## config.mk

```make
export PLATFORM = sky130hd
export DESIGN_NAME = drs_queue
export DESIGN_NICKNAME = d
export VERILOG_FILES = /design/src/drs_pkg.sv /design/src/drs_queue.sv
export SDC_FILE = /design/constraint.sdc
export NUM_CORES = 1
export LEC_CHECK = 0
export BUFFER_PORTS_ARGS = -buffer_cell sky130_fd_sc_hd__clkbuf_2
export CAP_MARGIN = 20
export CORE_MARGIN = 2
export CORE_UTILIZATION = 47
export DETAILED_ROUTE_END_ITERATION = 10
export MAX_ROUTING_LAYER = met4
export PLACE_DENSITY = 0.71
export SKIP_LAST_GASP = 1
export SLEW_MARGIN = 10
export SYNTH_ARGS = -nofsm -noshare
export SYNTH_HDL_FRONTEND = slang
export SYNTH_SLANG_ARGS = --single-unit
```

## constraint.sdc

```tcl
create_clock -name clk -period 5 [get_ports clk]
set_input_delay 0.5 -clock clk [delete_from_list [all_inputs] [get_ports clk]]
set_output_delay 0.5 -clock clk [all_outputs]
set_load 0.01 [all_outputs]
```

## src/drs_pkg.sv

```systemverilog
// Shared types and constants for the decimal radix sorter.
`default_nettype none
package drs_pkg;

  // Store geometry and key width
  localparam int DEPTH  = 64;
  localparam int ADDR_W = 6;
  localparam int CNT_W  = 7;
  localparam int KEY_W  = 32;
  localparam int RADIX  = 10;

  // Reciprocal of ten for 32-bit quotients: q / 10 = (q * RECIP10) >> RECIP_SHIFT
  localparam logic [31:0] RECIP10     = 32'hCCCC_CCCD;
  localparam int          RECIP_SHIFT = 35;

  // Powers of ten that bound each decimal digit count
  localparam logic [31:0] POW10 [RADIX] = '{
    32'd1, 32'd10, 32'd100, 32'd1000, 32'd10000, 32'd100000,
    32'd1000000, 32'd10000000, 32'd100000000, 32'd1000000000
  };

  // Word passed from the front to the back through the queue
  typedef struct packed {
    logic [KEY_W-1:0] value;
    logic             last;
    logic             keep;
  } drs_word_t;

  // Back-end sequencer states
  typedef enum logic [3:0] {
    ST_LOAD,
    ST_OFS_RD,
    ST_OFS_WR,
    ST_CLR,
    ST_CNT_RD,
    ST_CNT_MUL,
    ST_CNT_DIG,
    ST_PFX,
    ST_SCT_RD,
    ST_SCT_MUL,
    ST_SCT_DIG,
    ST_EMIT_RD,
    ST_EMIT_WAIT
  } drs_state_t;

  // Number of decimal digits of a range (zero for a zero range)
  function automatic logic [3:0] drs_digits(input logic [31:0] range);
    logic [3:0] n;
    n = '0;
    for (int k = 0; k < RADIX; k++) begin
      if (range >= POW10[k]) n = n + 4'd1;
    end
    return n;
  endfunction

endpackage
`default_nettype wire

```

## src/drs_queue.sv

```systemverilog
// Two-entry queue between the front and the back.
`default_nettype none
module drs_queue import drs_pkg::*; (
  input  wire logic      clk,
  input  wire logic      rst,
  input  wire logic      push,
  input  wire drs_word_t push_word,
  output logic           full,
  input  wire logic      pop,
  output drs_word_t      pop_word,
  output logic           empty
);

  drs_word_t  slot [2];
  logic       wr_ptr;
  logic       rd_ptr;
  logic [1:0] fill;

  assign full     = (fill == 2'd2);
  assign empty    = (fill == 2'd0);
  assign pop_word = slot[rd_ptr];

  // Pointers and fill level
  always_ff @(posedge clk) begin
    if (rst) begin
      wr_ptr <= 1'b0;
      rd_ptr <= 1'b0;
      fill   <= 2'd0;
    end else begin
      if (push) wr_ptr <= ~wr_ptr;
      if (pop)  rd_ptr <= ~rd_ptr;
      case ({push, pop})
        2'b10:   fill <= fill + 2'd1;
        2'b01:   fill <= fill - 2'd1;
        default: fill <= fill;
      endcase
    end
  end

  // Payload slots
  always_ff @(posedge clk) begin
    if (push) slot[wr_ptr] <= push_word;
  end

endmodule
`default_nettype wire

```

==> results.sh, run 1 <==
export IMPL_drive_gt1_share_pct=58.1
export IMPL_maxClockFrequency_mhz=399
export IMPL_die_w_um=79.1
export IMPL_cts_root_buf="sky130_fd_sc_hd__clkbuf_8"
export IMPL_floorplan_rows=27
export IMPL_fin_hold_ws_ps=355
export IMPL_clock_insertion_delay_worst_skew_ps=330
export IMPL_post_cts_resize_count=0
export IMPL_nNetsFinal=249
export IMPL_grt_start_max_net_pins=35
export IMPL_hold_violations=0
export IMPL_setup_violations_final=0
export IMPL_timing_max_transition_violations_final=0
export IMPL_power_uw=1340
export IMPL_worst_slew_pin_slew_ps=976
export IMPL_yosys_top_cells_area="sky130_fd_sc_hd__edfxtp_1, sky130_fd_sc_hd__mux2_2, sky130_fd_sc_hd__dfxtp_1"
export IMPL_layout_min_cycle_time_ps=2500
export IMPL_antenna_found_initial=0
export IMPL_timing_critical_path_cells="buf_4 > mux2_2 > clkbuf_2"
export IMPL_global_route_usage_total_pct=15.7
export IMPL_post_drt_via_cell_ratio=4.89
export IMPL_critical_path_start_end_classification="register to output port"
export IMPL_timing_critical_path_required_ps=4500
export IMPL_post_synth_instance_area_um2=2650
export IMPL_final_cycle_share_pct=50.1
export IMPL_cts_tree="yes"
export IMPL_worst_slack_ps=2500
export IMPL_tritoncts_num_sinks=73
export IMPL_synth_sequential_area_ratio_pct=80.8
export IMPL_cts_buffers=9
export IMPL_gate_count_of_the_mapped_netlist=128
export IMPL_setup_tns_ps=0
export IMPL_ys_warnings_count=0
export IMPL_endpoint_kind="output port"
export IMPL_cts_clk_slew_worst_paths_ps=70
export IMPL_worst_setup_path_start_kind="register"
export IMPL_global_route_total_overflow=0
export IMPL_postSynthAreaPerCell_um2=20.7
export IMPL_timing_critical_path_slowest_cell_delay_ps=740
export IMPL_skew_ps=4.65
export IMPL_pre_cts_setup_slack_ps=2840
export IMPL_synth_top_area_cell="sky130_fd_sc_hd__edfxtp_1"
export IMPL_min_delay_path_class="primary input to register"
export IMPL_timing_max_slew_rel_slack_pct=34.8
export IMPL_floorplan_io_pins=74
export IMPL_drtAntennaViolNets=0
export IMPL_fp_dieH_um=79.1
export IMPL_irDropWorstVdd_uv=242
export IMPL_flow_area_growth_from_synthesis_pct=25.1
export IMPL_run_status="finished, final reports clean"
export IMPL_detailed_place_hpwl_mm=3.01
export IMPL_post_route_drc_count=0
export IMPL_drt_first_iter_violations=73
export IMPL_vias_in_the_first_global_route=1443
export IMPL_cap_violations=0
export IMPL_post_synth_top_area_fraction_pct=77.1
export IMPL_cts_htree_levels=3
export IMPL_via_count=1402
export IMPL_critical_path_arrival_ps=2000
export IMPL_post_synth_num_cell_types=14
export IMPL_crit_path_max_fanout=20
export IMPL_critical_path_top_delay_family="flip-flops"
export IMPL_power_per_cell_area_nw_per_um2=403
export IMPL_p_leak_uw=0.00127
export IMPL_core_area_um2=5470
export IMPL_fp_dieArea_um2=6260
export IMPL_finalWeightedCongestion=0.769
export IMPL_cp_buffers_inverters=2
export IMPL_grt_first_pass_wirelength_mm=6.85
export IMPL_cts_max_path_buffers=2
export IMPL_antennaDiodeCount=0
export IMPL_postCtsSetupBuffers=0
export IMPL_start_util_pct=48.4
export IMPL_dr_pass1_iters=3
export IMPL_cts_hold_buffers_added=0
export IMPL_synth_net_count=167
export IMPL_wl_mm=4.46
export IMPL_synth_seq_cells=73
export IMPL_worst_path_cell_with_the_longest_stage_delay="sky130_fd_sc_hd__dfxtp_1"
export IMPL_place_port_buffers=73
export IMPL_rsz0062_at_grt="no"
export IMPL_route_detailed_wl_per_inst_um=15.5
==> sequential cells by signal, indices dropped and copies added (netlist names), named ones only <==
| name | count |
|---|---|
| slot | 68 |
| fill | 2 |
| wr_ptr | 1 |
| rd_ptr | 1 |
==> cells in the final DEF (no fill, tap or decap) <==
cell | Yosys | final
sky130_fd_sc_hd__clkbuf_1 | 0 | 2
sky130_fd_sc_hd__and2_1 | 1 | 1
sky130_fd_sc_hd__dfxtp_1 | 5 | 5
sky130_fd_sc_hd__or3_1 | 1 | 1
sky130_fd_sc_hd__and2b_2 | 1 | 1
sky130_fd_sc_hd__o21ai_0 | 1 | 1
sky130_fd_sc_hd__a21oi_1 | 1 | 1
sky130_fd_sc_hd__buf_4 | 0 | 2
sky130_fd_sc_hd__clkbuf_8 | 0 | 12
sky130_fd_sc_hd__xor2_1 | 1 | 1
sky130_fd_sc_hd__nor2_4 | 0 | 1
sky130_fd_sc_hd__nor2_1 | 6 | 5
sky130_fd_sc_hd__clkbuf_2 | 0 | 73
sky130_fd_sc_hd__inv_1 | 1 | 1
sky130_fd_sc_hd__edfxtp_1 | 68 | 68
sky130_fd_sc_hd__xnor2_1 | 3 | 3
sky130_fd_sc_hd__mux2_2 | 34 | 34
sky130_fd_sc_hd__ha_1 | 1 | 1
sky130_fd_sc_hd__bufinv_16 | 0 | 1
sky130_fd_sc_hd__clkinv_2 | 0 | 1
==> stage by stage <==
step	util, %	instance area, µm²	std cells
2_1_floorplan	-	2650	128
3_3_place_gp	56.8	3110	271
3_5_place_dp	56.8	3110	271
4_1_cts	60.6	3320	287
5_1_grt	60.6	3320	287
6_report	60.6	3320	287
==> layer usage <==
metal	global-route usage (%)	vias to the layer above	wire (µm)
li1	-	661	-
met2	24.0	59	2130
met3	5.11	5	314
met5	-	-	0
met1	18.9	677	1980
met4	7.76	0	29
==> cells in the mapped netlist <==
master	number
sky130_fd_sc_hd__edfxtp_1	68
sky130_fd_sc_hd__mux2_2	34
sky130_fd_sc_hd__nor2_1	6
sky130_fd_sc_hd__dfxtp_1	5
sky130_fd_sc_hd__buf_2	4
sky130_fd_sc_hd__xnor2_1	3
sky130_fd_sc_hd__a21oi_1	1
sky130_fd_sc_hd__and2_1	1
sky130_fd_sc_hd__and2b_2	1
sky130_fd_sc_hd__ha_1	1
sky130_fd_sc_hd__inv_1	1
sky130_fd_sc_hd__o21ai_0	1
sky130_fd_sc_hd__or3_1	1
sky130_fd_sc_hd__xor2_1	1
==> power breakdown <==
group / total [µW] / leakage, µW / internal, µW / switching [µW]
registers: 726 / 0.000680 / 711 / 15.1
clock network: 467 / 0.000107 / 271 / 195
logic: 145 / 0.000489 / 70.0 / 74.9
total: 1340 / 0.00127 / 1050 / 285
==> final cells by class <==
type	instances	area [µm²]
clock buffer	14	173
clock inverter	2	35.0
fill	439	2160
inverter	1	3.75
multi-input combinational	50	492
sequential	73	2140
tap	72	90.1
timing repair buffer	75	380
==> cells by family (layout without fill, tap and decap cells) <==
family | after synthesis | in the layout | share of synthesized area, %
flip-flops | 73 | 73 | 80.8
multiplexers | 34 | 34 | 14.4
AO/OA/AOI/OAI | 2 | 2 | 0.377
adder cells (fa/ha/maj) | 1 | 1 | 0.472
buffers and inverters | 5 | 92 | 0.897
AND/OR/NAND/NOR | 9 | 9 | 1.65
XOR/XNOR | 4 | 4 | 1.32
==> path summary, 6_finish.rpt <==
kind	startpoint	to	slack, ps	cells past startpoint
worst max-delay path	register	pop_word[4]	2500	3
worst min-delay path	push_word[23]	slot[1][23]	350	1
worst max register to register	wr_ptr	slot[0][0]	3480	1
worst min register to register	rd_ptr	register	530	2
(Power assumes the default switching activity.)
==> run 2: changes to the inputs <==
==> constraint.sdc (replaced) <==
create_clock -name clk -period 2.5 [get_ports clk]
set_input_delay 0.25 -clock clk [delete_from_list [all_inputs] [get_ports clk]]
set_output_delay 0.25 -clock clk [all_outputs]
set_load 0.01 [all_outputs]
==> results.sh, run 2 (same netlist as run 1, synthesis figures left out) <==
export IMPL_run_status="finished, final reports clean"
export IMPL_route_detailed_wl_per_inst_um=15.2
export IMPL_crit_path_max_fanout=20
export IMPL_wl_mm=4.40
export IMPL_largest_register="slot"
export IMPL_irDropWorstVdd_uv=417
export IMPL_timing_max_transition_violations_final=0
export IMPL_clock_insertion_delay_worst_skew_ps=330
export IMPL_cts_tree="yes"
export IMPL_final_design_area_no_fill_um2=3300
export IMPL_global_route_total_overflow=0
export IMPL_antenna_found_initial=0
export IMPL_antennaDiodeCount=0
export IMPL_timing_critical_path_cells="buf_4 > mux2_2 > clkbuf_2"
export IMPL_most_common_cell_after_layout_fill_and_taps_aside="sky130_fd_sc_hd__clkbuf_2"
export IMPL_place_port_buffers=73
export IMPL_core_area_um2=5470
export IMPL_tritoncts_num_sinks=73
export IMPL_flip_flop_count_of_the_largest_register_after_layout=68
export IMPL_detailed_place_hpwl_mm=3.00
export IMPL_critical_path_start_end_classification="register to output port"
export IMPL_endpoint_kind="output port"
export IMPL_worst_path_cell_with_the_longest_stage_delay="sky130_fd_sc_hd__mux2_2"
export IMPL_floorplan_io_pins=74
export IMPL_timing_critical_path_required_ps=2250
export IMPL_skew_ps=7.58
export IMPL_flow_area_growth_from_synthesis_pct=24.6
export IMPL_critical_path_arrival_ps=1450
export IMPL_nNetsFinal=251
export IMPL_setup_tns_ps=0
export IMPL_vias_in_the_first_global_route=1483
export IMPL_via_count=1408
export IMPL_worst_setup_path_start_kind="register"
export IMPL_start_util_pct=48.4
export IMPL_layout_min_cycle_time_ps=1700
export IMPL_cts_hold_buffers_added=0
export IMPL_area_after_detailed_placement_um2=3120
export IMPL_cts_buffers=9
export IMPL_regToRegStartpoint="wr_ptr"
export IMPL_hold_violations=0
export IMPL_rsz0062_at_grt="no"
export IMPL_power_per_cell_area_nw_per_um2=782
export IMPL_cts_clk_slew_worst_paths_ps=70
export IMPL_grt_start_max_net_pins=35
export IMPL_final_cycle_share_pct=67.9
export IMPL_post_cts_resize_count=0
export IMPL_floorplan_rows=27
export IMPL_cts_htree_levels=3
export IMPL_power_uw=2580
export IMPL_cts_max_path_buffers=2
export IMPL_fin_hold_ws_ps=107
export IMPL_global_route_usage_total_pct=15.3
export IMPL_cap_violations=0
export IMPL_maxClockFrequency_mhz=589
export IMPL_layout_common_cells="sky130_fd_sc_hd__clkbuf_2, sky130_fd_sc_hd__edfxtp_1, sky130_fd_sc_hd__mux2_2"
export IMPL_timing_max_slew_rel_slack_pct=69.7
export IMPL_min_delay_path_class="primary input to register"
export IMPL_die_w_um=79.1
export IMPL_grt_first_pass_wirelength_mm=6.73
export IMPL_finalWeightedCongestion=0.693
export IMPL_dr_pass1_iters=4
export IMPL_post_drt_via_cell_ratio=4.87
export IMPL_fp_dieH_um=79.1
export IMPL_setup_violations_final=0
export IMPL_post_route_util_pct=60.4
export IMPL_fill_cells=421
export IMPL_post_route_drc_count=0
export IMPL_drive_gt1_share_pct=57.1
export IMPL_timing_critical_path_slowest_cell_delay_ps=380
export IMPL_drt_first_iter_violations=51
export IMPL_cts_root_buf="sky130_fd_sc_hd__clkbuf_8"
export IMPL_p_leak_uw=0.00126
export IMPL_hp_start="push_word[24]"
export IMPL_postCtsSetupBuffers=0
export IMPL_drtAntennaViolNets=0
export IMPL_fp_dieArea_um2=6260
export IMPL_worst_slew_pin_slew_ps=454
export IMPL_biggestRegsByFlops="slot (68), fill (2)"
run 2: changes by cell type in the layout (fill, tap and decap cells not counted), sizes merged:
cell and delta:
clkinv +1, buf +2, clkbuf -2, clkinvlp +1
run 2: power by group:
| part | internal (µW) | switching, µW | total, µW |
|---|---|---|---|
| Combinational | 144 | 158 | 302 |
| Sequential | 1420 | 22.4 | 1440 |
| Clock | 456 | 380 | 836 |
run 2: final cells by class:
class	count	area, µm²	area share (%)
Sequential cell	73	2140	64.8
Multi-Input combinational cell	50	492	14.9
Timing Repair Buffer	77	395	12.0
Clock buffer	12	135	4.09
Tap cell	72	90.1	2.73
Clock inverter	4	45.0	1.36
Inverter	1	3.75	0.114
run 2: path summary, 6_finish.rpt:
kind | to | slack (ps) | depth (start not counted)
hold reg to reg | fill[1] | 510 | 2
setup reg to reg | slot[1][32] | 1180 | 2
setup / recovery | pop_word[1] | 800 | 3
hold / removal | slot[1][24] | 110 | 1
run 2: worst max-delay path, delay by kind of cell (launching register included):
kind                   cells  cell delay (ps)
flip-flops                 1              330
multiplexers               1              380
buffers and inverters      2              410
run 2: metrics by stage:
step / std cells / worst slack, ps
final: 289 / 803
after floorplan: 128 / 307
after CTS: 289 / 766
after detailed placement: 273 / 1140
after global routing: 289 / 714
after global placement: 273 / 1180
run 2: routing by layer:
| layer | track usage, % | vias up | wire (µm) |
|---|---|---|---|
| li1 | - | 661 | - |
| met1 | 16.7 | 677 | 1770 |
| met2 | 25.2 | 62 | 2180 |
| met3 | 4.32 | 8 | 347 |
| met4 | 8.97 | 0 | 99 |
| met5 | - | - | 0 |
