<file path="src/drs_pkg.sv">
// Shared types and constants for the decimal radix sorter.
`default_nettype none
package drs_pkg;

  // Store geometry and key width
  localparam int DEPTH  = 64;
  localparam int ADDR_W = 6;
  localparam int CNT_W  = 7;
  localparam int KEY_W  = 32;
  localparam int RADIX  = 10;

  // Reciprocal of ten for 32-bit quotients: q / 10 = (q * RECIP10) >> RECIP_SHIFT
  localparam logic [31:0] RECIP10     = 32'hCCCC_CCCD;
  localparam int          RECIP_SHIFT = 35;

  // Powers of ten that bound each decimal digit count
  localparam logic [31:0] POW10 [RADIX] = '{
    32'd1, 32'd10, 32'd100, 32'd1000, 32'd10000, 32'd100000,
    32'd1000000, 32'd10000000, 32'd100000000, 32'd1000000000
  };

  // Word passed from the front to the back through the queue
  typedef struct packed {
    logic [KEY_W-1:0] value;
    logic             last;
    logic             keep;
  } drs_word_t;

  // Back-end sequencer states
  typedef enum logic [3:0] {
    ST_LOAD,
    ST_OFS_RD,
    ST_OFS_WR,
    ST_CLR,
    ST_CNT_RD,
    ST_CNT_MUL,
    ST_CNT_DIG,
    ST_PFX,
    ST_SCT_RD,
    ST_SCT_MUL,
    ST_SCT_DIG,
    ST_EMIT_RD,
    ST_EMIT_WAIT
  } drs_state_t;

  // Number of decimal digits of a range (zero for a zero range)
  function automatic logic [3:0] drs_digits(input logic [31:0] range);
    logic [3:0] n;
    n = '0;
    for (int k = 0; k < RADIX; k++) begin
      if (range >= POW10[k]) n = n + 4'd1;
    end
    return n;
  endfunction

endpackage
`default_nettype wire

</file>
<file path="src/drs_front.sv">
// Input side: accepts words and marks those that fit in the store.
`default_nettype none
module drs_front import drs_pkg::*; #(
  parameter int MAX_ITEMS = 64
) (
  input  wire logic             clk,
  input  wire logic             rst,
  input  wire logic             in_valid,
  output logic                  in_stall,
  input  wire logic [KEY_W-1:0] value,
  input  wire logic             last_in,
  output logic                  push,
  output drs_word_t             push_word,
  input  wire logic             full
);

  logic [CNT_W-1:0] count;

  assign in_stall        = full;
  assign push            = in_valid && !full;
  assign push_word.value = value;
  assign push_word.last  = last_in;
  assign push_word.keep  = (count < CNT_W'(MAX_ITEMS));

  // Per-set count of kept words
  always_ff @(posedge clk) begin
    if (rst) begin
      count <= '0;
    end else if (push) begin
      if (last_in)             count <= '0;
      else if (push_word.keep) count <= count + 1'b1;
    end
  end

endmodule
`default_nettype wire

</file>
<file path="config.mk">
export PLATFORM = sky130hd
export DESIGN_NAME = drs_front
export DESIGN_NICKNAME = d
export VERILOG_FILES = /design/src/drs_pkg.sv /design/src/drs_front.sv
export SDC_FILE = /design/constraint.sdc
export NUM_CORES = 1
export LEC_CHECK = 0
export ABC_CLOCK_PERIOD_IN_PS = 2100
export BUFFER_PORTS_ARGS = -buffer_cell sky130_fd_sc_hd__buf_2
export CAP_MARGIN = 30
export CORE_MARGIN = 10
export CORE_UTILIZATION = 36
export DETAILED_ROUTE_END_ITERATION = 12
export PLACE_DENSITY = 0.9
export REMOVE_ABC_BUFFERS = 1
export SLEW_MARGIN = 10
export SYNTH_ARGS = -nofsm -noshare
export SYNTH_HDL_FRONTEND = slang
export SYNTH_SLANG_ARGS = --single-unit
</file>
<file path="constraint.sdc">
create_clock -name clk -period 2.1 [get_ports clk]
set_clock_uncertainty 0.05 [all_clocks]
set_input_delay 0.105 -clock clk [delete_from_list [all_inputs] [get_ports clk]]
set_output_delay 0.105 -clock clk [all_outputs]
set_load 0.03 [all_outputs]
</file>
==> flow_summary.ini, run 1 <==
[timing]
hold_viol_final = 0
worst_pin_slew_ps = 446
rsz0062_at_grt = false
slew_viol_final = 0
setup_viol = 0
setup_tns_ps = 0
slew_headroom = 0.702
fin_crit_ps = 1330
whs_ps = 54.4
fmax_ghz = 0.751
period_share = 0.634

[final_layout]
largest_reg_flops = 7
largest_registers = count (7)
final_cell_mix = buf_2, dfxtp_1, inv_1, nand3b_1
final_common_cell = buf_2
seq_area_um2 = 140
design_area_um2 = 489
regMostFlops = count
multi_input_area_um2 = 233
final_nets = 94
antennaDiodeCount = 0
final_layout_size_suffix_gt1_frac = 0.255
fill_cells = 206
syn_to_final_growth_pct = -25.7

[routing]
dr.pass1.iters = 2
via_per_inst = 5.36
drc = 0
drt_iter0_markers = 3
wirelength_um = 2030
wl_per_cell_um = 25.4
postRouteAntennaNets = 0
num_vias = 429

[min_path]
hp-start = rst
hold_path_depth = 2
hold_class = input port to register
holdPathEnd = count[0]$_SDFFE_PP0P_

[yosys]
synth.distinct_cells = 23
ys_seq_area_frac = 0.213
synth_edf_count = 0
synth.ff_latch_count = 7
synthArstFlopShare = 0
yosys_warnings = 0
synthFlopType = dfxtp_1
avgSynthCellArea_um2 = 8.44
syn-instance-count = 78
syn_area_um2 = 658

[worst_setup_path]
critPathCaptureType = register
r2r_end = count[2]$_SDFFE_PP0P_
cp_slowest_cell = or4_1
required_ps = 2240
worst_path_largest_cell_delay_ps = 490
crit_chain = ha_1 > inv_1 > or4_1 > a21oi_1
cp_num_buf_inv = 1
cp_top_family = simple AND/OR/NAND/NOR gates
startpoint_type = register
setup.reg_to_reg.worst_slack_ps = 770
critPathKind = register to register
r2r-start = count[0]$_SDFFE_PP0P_
cp_max_fo = 4
reg2regPathDepth = 4
cp.arrival_ps = 1470

[clocking]
post_cts_buffers = 0
cts_buffers = 3
clk_pin_slew_ps = 50
cts_tree = built
cts_sinks = 7
clock_path_buffers = 2
post_cts_resize_count = 0
clock_latency_ps = 250
htree_levels = 1
postCtsHoldBufs = 0
clock-root-buffer = clkbuf_4

[die]
die_area_um2 = 3940
io_pins = 73
row_count = 15
core-area_um2 = 1730
die_y_um = 62.8
die_w_um = 62.8
start_util = 0.381

[status]
status = complete, no violations

[placed_design]
hpwl_um = 1690
postPlaceCellArea_um2 = 463
port_buffers = 8
routabilityCongestion = 0.731

[global_route]
grt_pass1_vias = 439
grt_overflow = 0
grt_pass1_wl_um = 2930
antenna_found_initial = 0
track_usage = 0.106
grt_max_degree = 10

[pwr]
ir_drop_mv = 0.215
powerDensity_nw_per_um2 = 592
leakage_nw = 0.183

[flow_run]
max_cap_viol_count = 0
## where the power goes
group	internal, W	switching, W
logic	0.0000120	0.0000189
clock network	0.0000726	0.0000511
registers	0.000134	0.000000848
total	0.000219	0.0000708
## worst max-delay path by stage
stage / startpoint / end / slack, ps / cells after the start
final: count[0]$_SDFFE_PP0P_ / count[2]$_SDFFE_PP0P_ / 770 / 4
after global routing: count[0]$_SDFFE_PP0P_ / count[2]$_SDFFE_PP0P_ / 680 / 4
after CTS: count[0]$_SDFFE_PP0P_ / count[2]$_SDFFE_PP0P_ / 760 / 4
after detailed placement: count[0]$_SDFFE_PP0P_ / count[2]$_SDFFE_PP0P_ / 780 / 4
after global placement: count[0]$_SDFFE_PP0P_ / count[2]$_SDFFE_PP0P_ / 800 / 4
after floorplan: count[0]$_SDFFE_PP0P_ / count[2]$_SDFFE_PP0P_ / 820 / 4
## cells in the mapped netlist, types with 2 or more instances
library cell | number | area share
or4_1 | 2 | 0.023
nor4_1 | 2 | 0.019
dfxtp_1 | 7 | 0.21
o21ai_0 | 2 | 0.015
a21oi_1 | 3 | 0.023
mux2i_1 | 3 | 0.046
inv_1 | 4 | 0.023
nand3b_1 | 4 | 0.046
nand2_1 | 2 | 0.011
buf_4 | 34 | 0.39
or3b_1 | 3 | 0.040
## stage by stage
step	power [W]	utilization	cells	setup slack (ps)
after floorplan	0.000152	-	43	824
after global placement	0.000168	0.268	76	801
after detailed placement	0.000169	0.268	76	782
after CTS	0.000297	0.283	80	764
after global routing	0.000315	0.283	80	677
final	0.000290	0.283	80	768
## logic make-up (layout without fill, tap and decap cells)
logic type,after synthesis,after routing,synth area share
adder cells (fa/ha/maj),1,1,0.0190
multiplexers,3,3,0.0456
buffers and inverters,40,17,0.433
AO/OA/AOI/OAI,7,7,0.0627
AND/OR/NAND/NOR,20,20,0.226
flip-flops,7,7,0.213
## per-layer routing
metal / part of all wire / track usage
met3: 0.27 / 0.163
met5: 0 / 0
met4: 0.0015 / 0.0335
met2: 0.27 / 0.0795
met1: 0.45 / 0.128
## worst register-to-register path: stages, from the launching register on
cell and delay [ps]:
dfxtp_1 350, ha_1 180, inv_1 60, or4_1 490
a21oi_1 140
## area by class of cell
type,instances,area share
multi-input cells,31,0.476
flip-flops and latches,7,0.286
repair buffers,8,0.0818
well taps,25,0.0639
clock buffers,4,0.0537
inverters,5,0.0384
No activity file was read; power rests on OpenSTA's default activity.
==> run 2: changes to the inputs <==
Settings changed: ABC_AREA set to 1, ABC_CLOCK_PERIOD_IN_PS 2100 to 1300, CORE_UTILIZATION 36 to 33, PLACE_DENSITY 0.9 to 0.84.
Clock period 2.1 ns to 1.3 ns, I/O delays scaled along.
==> flow_summary.ini, run 2 <==
[final_layout]
regMostFlops = count
fin_cells = 99
largest_registers = count (7)
final_core_util = 0.268
largest_reg_flops = 7
antennaDiodeCount = 0
final_cell_mix = inv_1, nand2_1, nor2_1, buf_2, dfxtp_1
syn_to_final_growth_pct = -21.7
final_common_cell = inv_1
final_layout_size_suffix_gt1_frac = 0.250
final_nets = 111

[worst_setup_path]
cp_top_family = flip-flops
r2r_end = count[4]$_SDFFE_PP0P_
reg2regPathDepth = 7
cp_slowest_cell = dfxtp_1
setup.reg_to_reg.worst_slack_ps = 110
critPathCaptureType = register
startpoint_type = register
cp.arrival_ps = 1330
crit_chain = ha_1 > inv_1 > nor2_2 > nand2_1 > nor2_1 > o21ai_0 > nor2_1
r2r-start = count[0]$_SDFFE_PP0P_
path_depth = 7
path_common_cell = nor2_1
cp_num_buf_inv = 1
cp_max_fo = 4
critPathKind = register to register
required_ps = 1440
worst_path_largest_cell_delay_ps = 390

[global_route]
track_usage = 0.107
grt_max_degree = 6
grt_pass1_vias = 516
grt_overflow = 0
grt_pass1_wl_um = 3170
antenna_found_initial = 0

[yosys]
yosys.area.top_type = buf_4
synth_common_cells = buf_4, inv_1, nand2_1, nor2_1, dfxtp_1
ys_seq_area_frac = 0.213
avgSynthCellArea_um2 = 7.06
synth_top_area_share = 0.389
synth_edf_count = 0
synth.distinct_cells = 18
yosys_warnings = 0
synth.ff_latch_count = 7
syn-instance-count = 93
yosysMostFrequentCell = buf_4
synthFlopType = dfxtp_1
syn_area_um2 = 657
synthTopCellsByArea = buf_4, dfxtp_1, inv_1, nand2_1, nor2_1
synthArstFlopShare = 0

[timing]
worst_pin_slew_ps = 202
slew_headroom = 0.865
fin_crit_ps = 1190
setup_viol = 0
fmax_ghz = 0.837
hold_viol_final = 0
rsz0062_at_grt = false
slew_viol_final = 0
period_share = 0.919
setup_tns_ps = 0

[die]
start_util = 0.342
die_w_um = 64.6
die_y_um = 64.6
io_pins = 73
die_area_um2 = 4180
core-area_um2 = 1920
row_count = 16

[placed_design]
dp_cells = 94
routabilityCongestion = 0.815
hpwl_um = 1910
port_buffers = 8

[min_path]
holdPathEnd = push_word[8]
hold_path_depth = 0
hp-start = value[6]
hold_class = input port to output port

[clocking]
cts_tree = built
clk_pin_slew_ps = 50
clock_latency_ps = 250
clock-root-buffer = clkbuf_4
cts_buffers = 3
post_cts_buffers = 0
htree_levels = 1
clock_path_buffers = 2
cts_sinks = 7

[status]
status = complete, no violations

[pwr]
leakage_nw = 0.222
comb_power_share = 0.122
clkPwrFrac = 0.418
p_sw_frac = 0.263
total_power_w = 0.000479
powerDensity_nw_per_um2 = 932
ir_drop_mv = 0.725
power.sequential.fraction = 0.460
netSwitchingPower_w = 0.000126
internal-power_w = 0.000353

[flow_run]
max_cap_viol_count = 0

[routing]
postRouteAntennaNets = 0
num_vias = 474
drc = 0
drt_iter0_markers = 13
dr.pass1.iters = 4
via_per_inst = 4.79
wl_per_cell_um = 22.7
wirelength_um = 2250
## run 2: cell count changes after synthesis, sizes merged, moves of 2 or more
cell / change
nand3b: -4
nand2b: -2
mux2i: -3
nand3: +4
nor2: +11
nor4: -2
or3b: -3
o21ai: +2
inv: +7
or4: -2
nand2: +10
## run 2: timing repair
item / CTS / global route
gates resized for setup: 0 / 1
setup endpoints to repair: 0 / 1
hold endpoints to repair: 1 / 0
hold buffers: 1 / 0
## run 2: cell families (layout without fill, tap and decap cells)
group / after synthesis / after routing / synth area share
AND/OR/NAND/NOR: 32 / 32 / 0.251
buffers and inverters: 46 / 25 / 0.457
AO/OA/AOI/OAI: 7 / 7 / 0.0590
flip-flops: 7 / 7 / 0.213
adder cells (fa/ha/maj): 1 / 1 / 0.0190
## run 2: worst max path at each step
| stage | startpoint | endpoint | slack, ps |
|---|---|---|---|
| final | count[0]$_SDFFE_PP0P_ | count[4]$_SDFFE_PP0P_ | 110 |
| after global routing | count[0]$_SDFFE_PP0P_ | count[4]$_SDFFE_PP0P_ | 20 |
| after CTS | count[0]$_SDFFE_PP0P_ | count[4]$_SDFFE_PP0P_ | 90 |
| after detailed placement | count[0]$_SDFFE_PP0P_ | count[4]$_SDFFE_PP0P_ | 120 |
| after global placement | count[1]$_SDFFE_PP0P_ | count[4]$_SDFFE_PP0P_ | 210 |
| after floorplan | count[6]$_SDFFE_PP0P_ | count[4]$_SDFFE_PP0P_ | 210 |
## run 2: final cells by class
class / instances / area, µm²
Fill cell: 222 / 1410
Tap cell: 27 / 33.8
Timing Repair Buffer: 9 / 50.0
Inverter: 12 / 45.0
Clock buffer: 4 / 26.3
Sequential cell: 7 / 140
Multi-Input combinational cell: 40 / 219
## run 2: per-layer routing
layer	GRT usage	up-vias	wire length, µm
met3	0.122	4	461
met2	0.107	41	733
li1	-	209	-
met5	0.0250	-	0
met1	0.135	220	1030
met4	0.0241	0	20
## run 2: through the flow
stage	setup slack [ps]	hold slack, ps	area, µm²
2_1_floorplan	209	80.0	402
3_3_place_gp	208	80.3	475
3_5_place_dp	120	80.3	475
4_1_cts	93.0	80.3	512
5_1_grt	19.8	80.1	514
6_report	106	80.2	514
## run 2: power groups by stage
stage / clock network (W) / logic, W / registers, W
global placement: 0 / 0.0000525 / 0.000224
detailed placement: 0 / 0.0000556 / 0.000225
floorplan: 0 / 0.0000283 / 0.000224
CTS: 0.000205 / 0.0000583 / 0.000220
global route: 0.000224 / 0.0000627 / 0.000220
finish: 0.000200 / 0.0000587 / 0.000220
==> run 3: changes to the inputs <==
--- a/config.mk
+++ b/config.mk
@@ -15,3 +15,2 @@
 export PLACE_DENSITY = 0.84
-export REMOVE_ABC_BUFFERS = 1
 export SLEW_MARGIN = 10
==> constraint.sdc (replaced) <==
create_clock -name clk -period 1.3 [get_ports clk]
set_clock_uncertainty 0.05 [all_clocks]
set_input_delay 0.195 -clock clk [delete_from_list [all_inputs] [get_ports clk]]
set_output_delay 0.195 -clock clk [all_outputs]
set_load 0.03 [all_outputs]
==> flow_summary.ini, run 3 (synthesis results as in run 2) <==
[status]
status = complete, no violations

[clocking]
clock-root-buffer = clkbuf_4
cts_sinks = 7
clk_pin_slew_ps = 60
clock_path_buffers = 2
cts_tree = built
cts_buffers = 3
htree_levels = 1
clock_latency_ps = 270

[final_layout]
syn_to_final_growth_pct = -23.2
final_cell_mix = inv_1, nand2_1, nor2_1, buf_2, dfxtp_1
final_common_cell = inv_1
regMostFlops = count
antennaDiodeCount = 0
final_layout_size_suffix_gt1_frac = 0.254
largest_registers = count (7)
fill_cells = 225
seq_area_um2 = 140
final_nets = 110
largest_reg_flops = 7
multi_input_area_um2 = 219

[pwr]
powerDensity_nw_per_um2 = 985
netSwitchingPower_w = 0.000144
power.sequential.fraction = 0.443
ir_drop_mv = 0.505
comb_power_share = 0.112
clkPwrFrac = 0.445
leakage_nw = 0.218
p_sw_frac = 0.290
internal-power_w = 0.000352

[routing]
num_vias = 434
drt_iter0_markers = 18
postRouteAntennaNets = 0
drc = 0
dr.pass1.iters = 4
via_per_inst = 4.43
wl_per_cell_um = 12.6
wirelength_um = 1230

[timing]
slew_headroom = 0.858
setup_viol = 0
fmax_ghz = 0.837
period_share = 0.919
rsz0062_at_grt = false
setup_ws_ps = 106
hold_viol_final = 0
fin_crit_ps = 1190
slew_viol_final = 0
setup_tns_ps = 0
worst_pin_slew_ps = 214

[die]
die_y_um = 64.6
die_area_um2 = 4180
die_w_um = 64.6
io_pins = 73
core-area_um2 = 1920
row_count = 16
start_util = 0.342

[min_path]
hold_class = input port to register

[worst_setup_path]
cp_max_fo = 4
critPathCaptureType = register
crit_end = count[4]$_SDFFE_PP0P_
r2r_end = count[4]$_SDFFE_PP0P_
crit_chain = ha_1 > inv_1 > nor2_2 > nand2_1 > nor2_1 > o21ai_0 > nor2_1
required_ps = 1460
cp.arrival_ps = 1350
startpoint = count[0]$_SDFFE_PP0P_
startpoint_type = register
setup.reg_to_reg.worst_slack_ps = 110
critPathKind = register to register
r2r-start = count[0]$_SDFFE_PP0P_
reg2regPathDepth = 7
worst_path_largest_cell_delay_ps = 380
path_common_cell = nor2_1
cp_slowest_cell = dfxtp_1

[placed_design]
routabilityCongestion = 0.900
port_buffers = 8
dp_slack_ps = 137
hpwl_um = 912

[yosys]
synth_nets = 131

[global_route]
grt_pass1_wl_um = 1820
grt_overflow = 0
track_usage = 0.0577
grt_pass1_vias = 381
antenna_found_initial = 0
grt_max_degree = 6

[flow_run]
max_cap_viol_count = 0
==> run 3: how the worst min path moves through the flow <==
stage | to | start | slack [ps] | cells past startpoint
after CTS | count[1]$_SDFFE_PP0P_ | rst | 70 | 2
after global placement | count[1]$_SDFFE_PP0P_ | rst | 340 | 2
after global routing | count[1]$_SDFFE_PP0P_ | rst | 70 | 2
after floorplan | count[1]$_SDFFE_PP0P_ | rst | 210 | 1
final | count[1]$_SDFFE_PP0P_ | rst | 60 | 2
after detailed placement | push_word[15] | value[13] | 340 | 0
==> run 3: metal layers <==
layer,GRT usage,wire length [µm],part of all wire,vias to the layer above
met5,0,0,0,-
met4,0.0695,64,0.052,0
met3,0.0344,166,0.13,15
met2,0.0887,574,0.47,22
met1,0.0466,425,0.35,190
li1,-,-,-,207
==> run 3: worst max-delay path: cells and delay by family (launching register included) <==
kind | cells | cell delay [ps]
AND/OR/NAND/NOR | 4 | 400
adder cells (fa/ha/maj) | 1 | 160
buffers and inverters | 1 | 60
flip-flops | 1 | 380
AO/OA/AOI/OAI | 1 | 80
==> run 3: final cells by class <==
type                    instances  area share
clock buffers                   4      0.0521
inverters                      12      0.0893
multi-input cells              40       0.434
flip-flops and latches          7       0.278
well taps                      27      0.0670
repair buffers                  8      0.0794
==> run 3: timing repair <==
item	in CTS	in global routing
setup endpoints to repair	0	1
resized for setup	0	1
buffers inserted	0	0
hold buffers	0	0
==> run 3: power by group through the flow <==
stage	Combinational, W	Clock [W]	Sequential (W)
after global routing	0.0000611	0.000226	0.000220
after floorplan	0.000224	0	0.000224
after CTS	0.0000558	0.000216	0.000220
after global placement	0.0000530	0	0.000224
final	0.0000556	0.000221	0.000220
after detailed placement	0.0000545	0	0.000224
==> run 3: stage by stage <==
| stage | total power, W | util | hold slack (ps) | instances | instance area [µm²] |
|---|---|---|---|---|---|
| after floorplan | 0.000448 | - | 214 | 93 | 657 |
| after global placement | 0.000277 | 0.247 | 336 | 94 | 475 |
| after detailed placement | 0.000279 | 0.247 | 340 | 94 | 475 |
| after CTS | 0.000491 | 0.261 | 66.1 | 98 | 502 |
| after global routing | 0.000507 | 0.262 | 68.6 | 98 | 504 |
| final | 0.000497 | 0.262 | 57.2 | 98 | 504 |
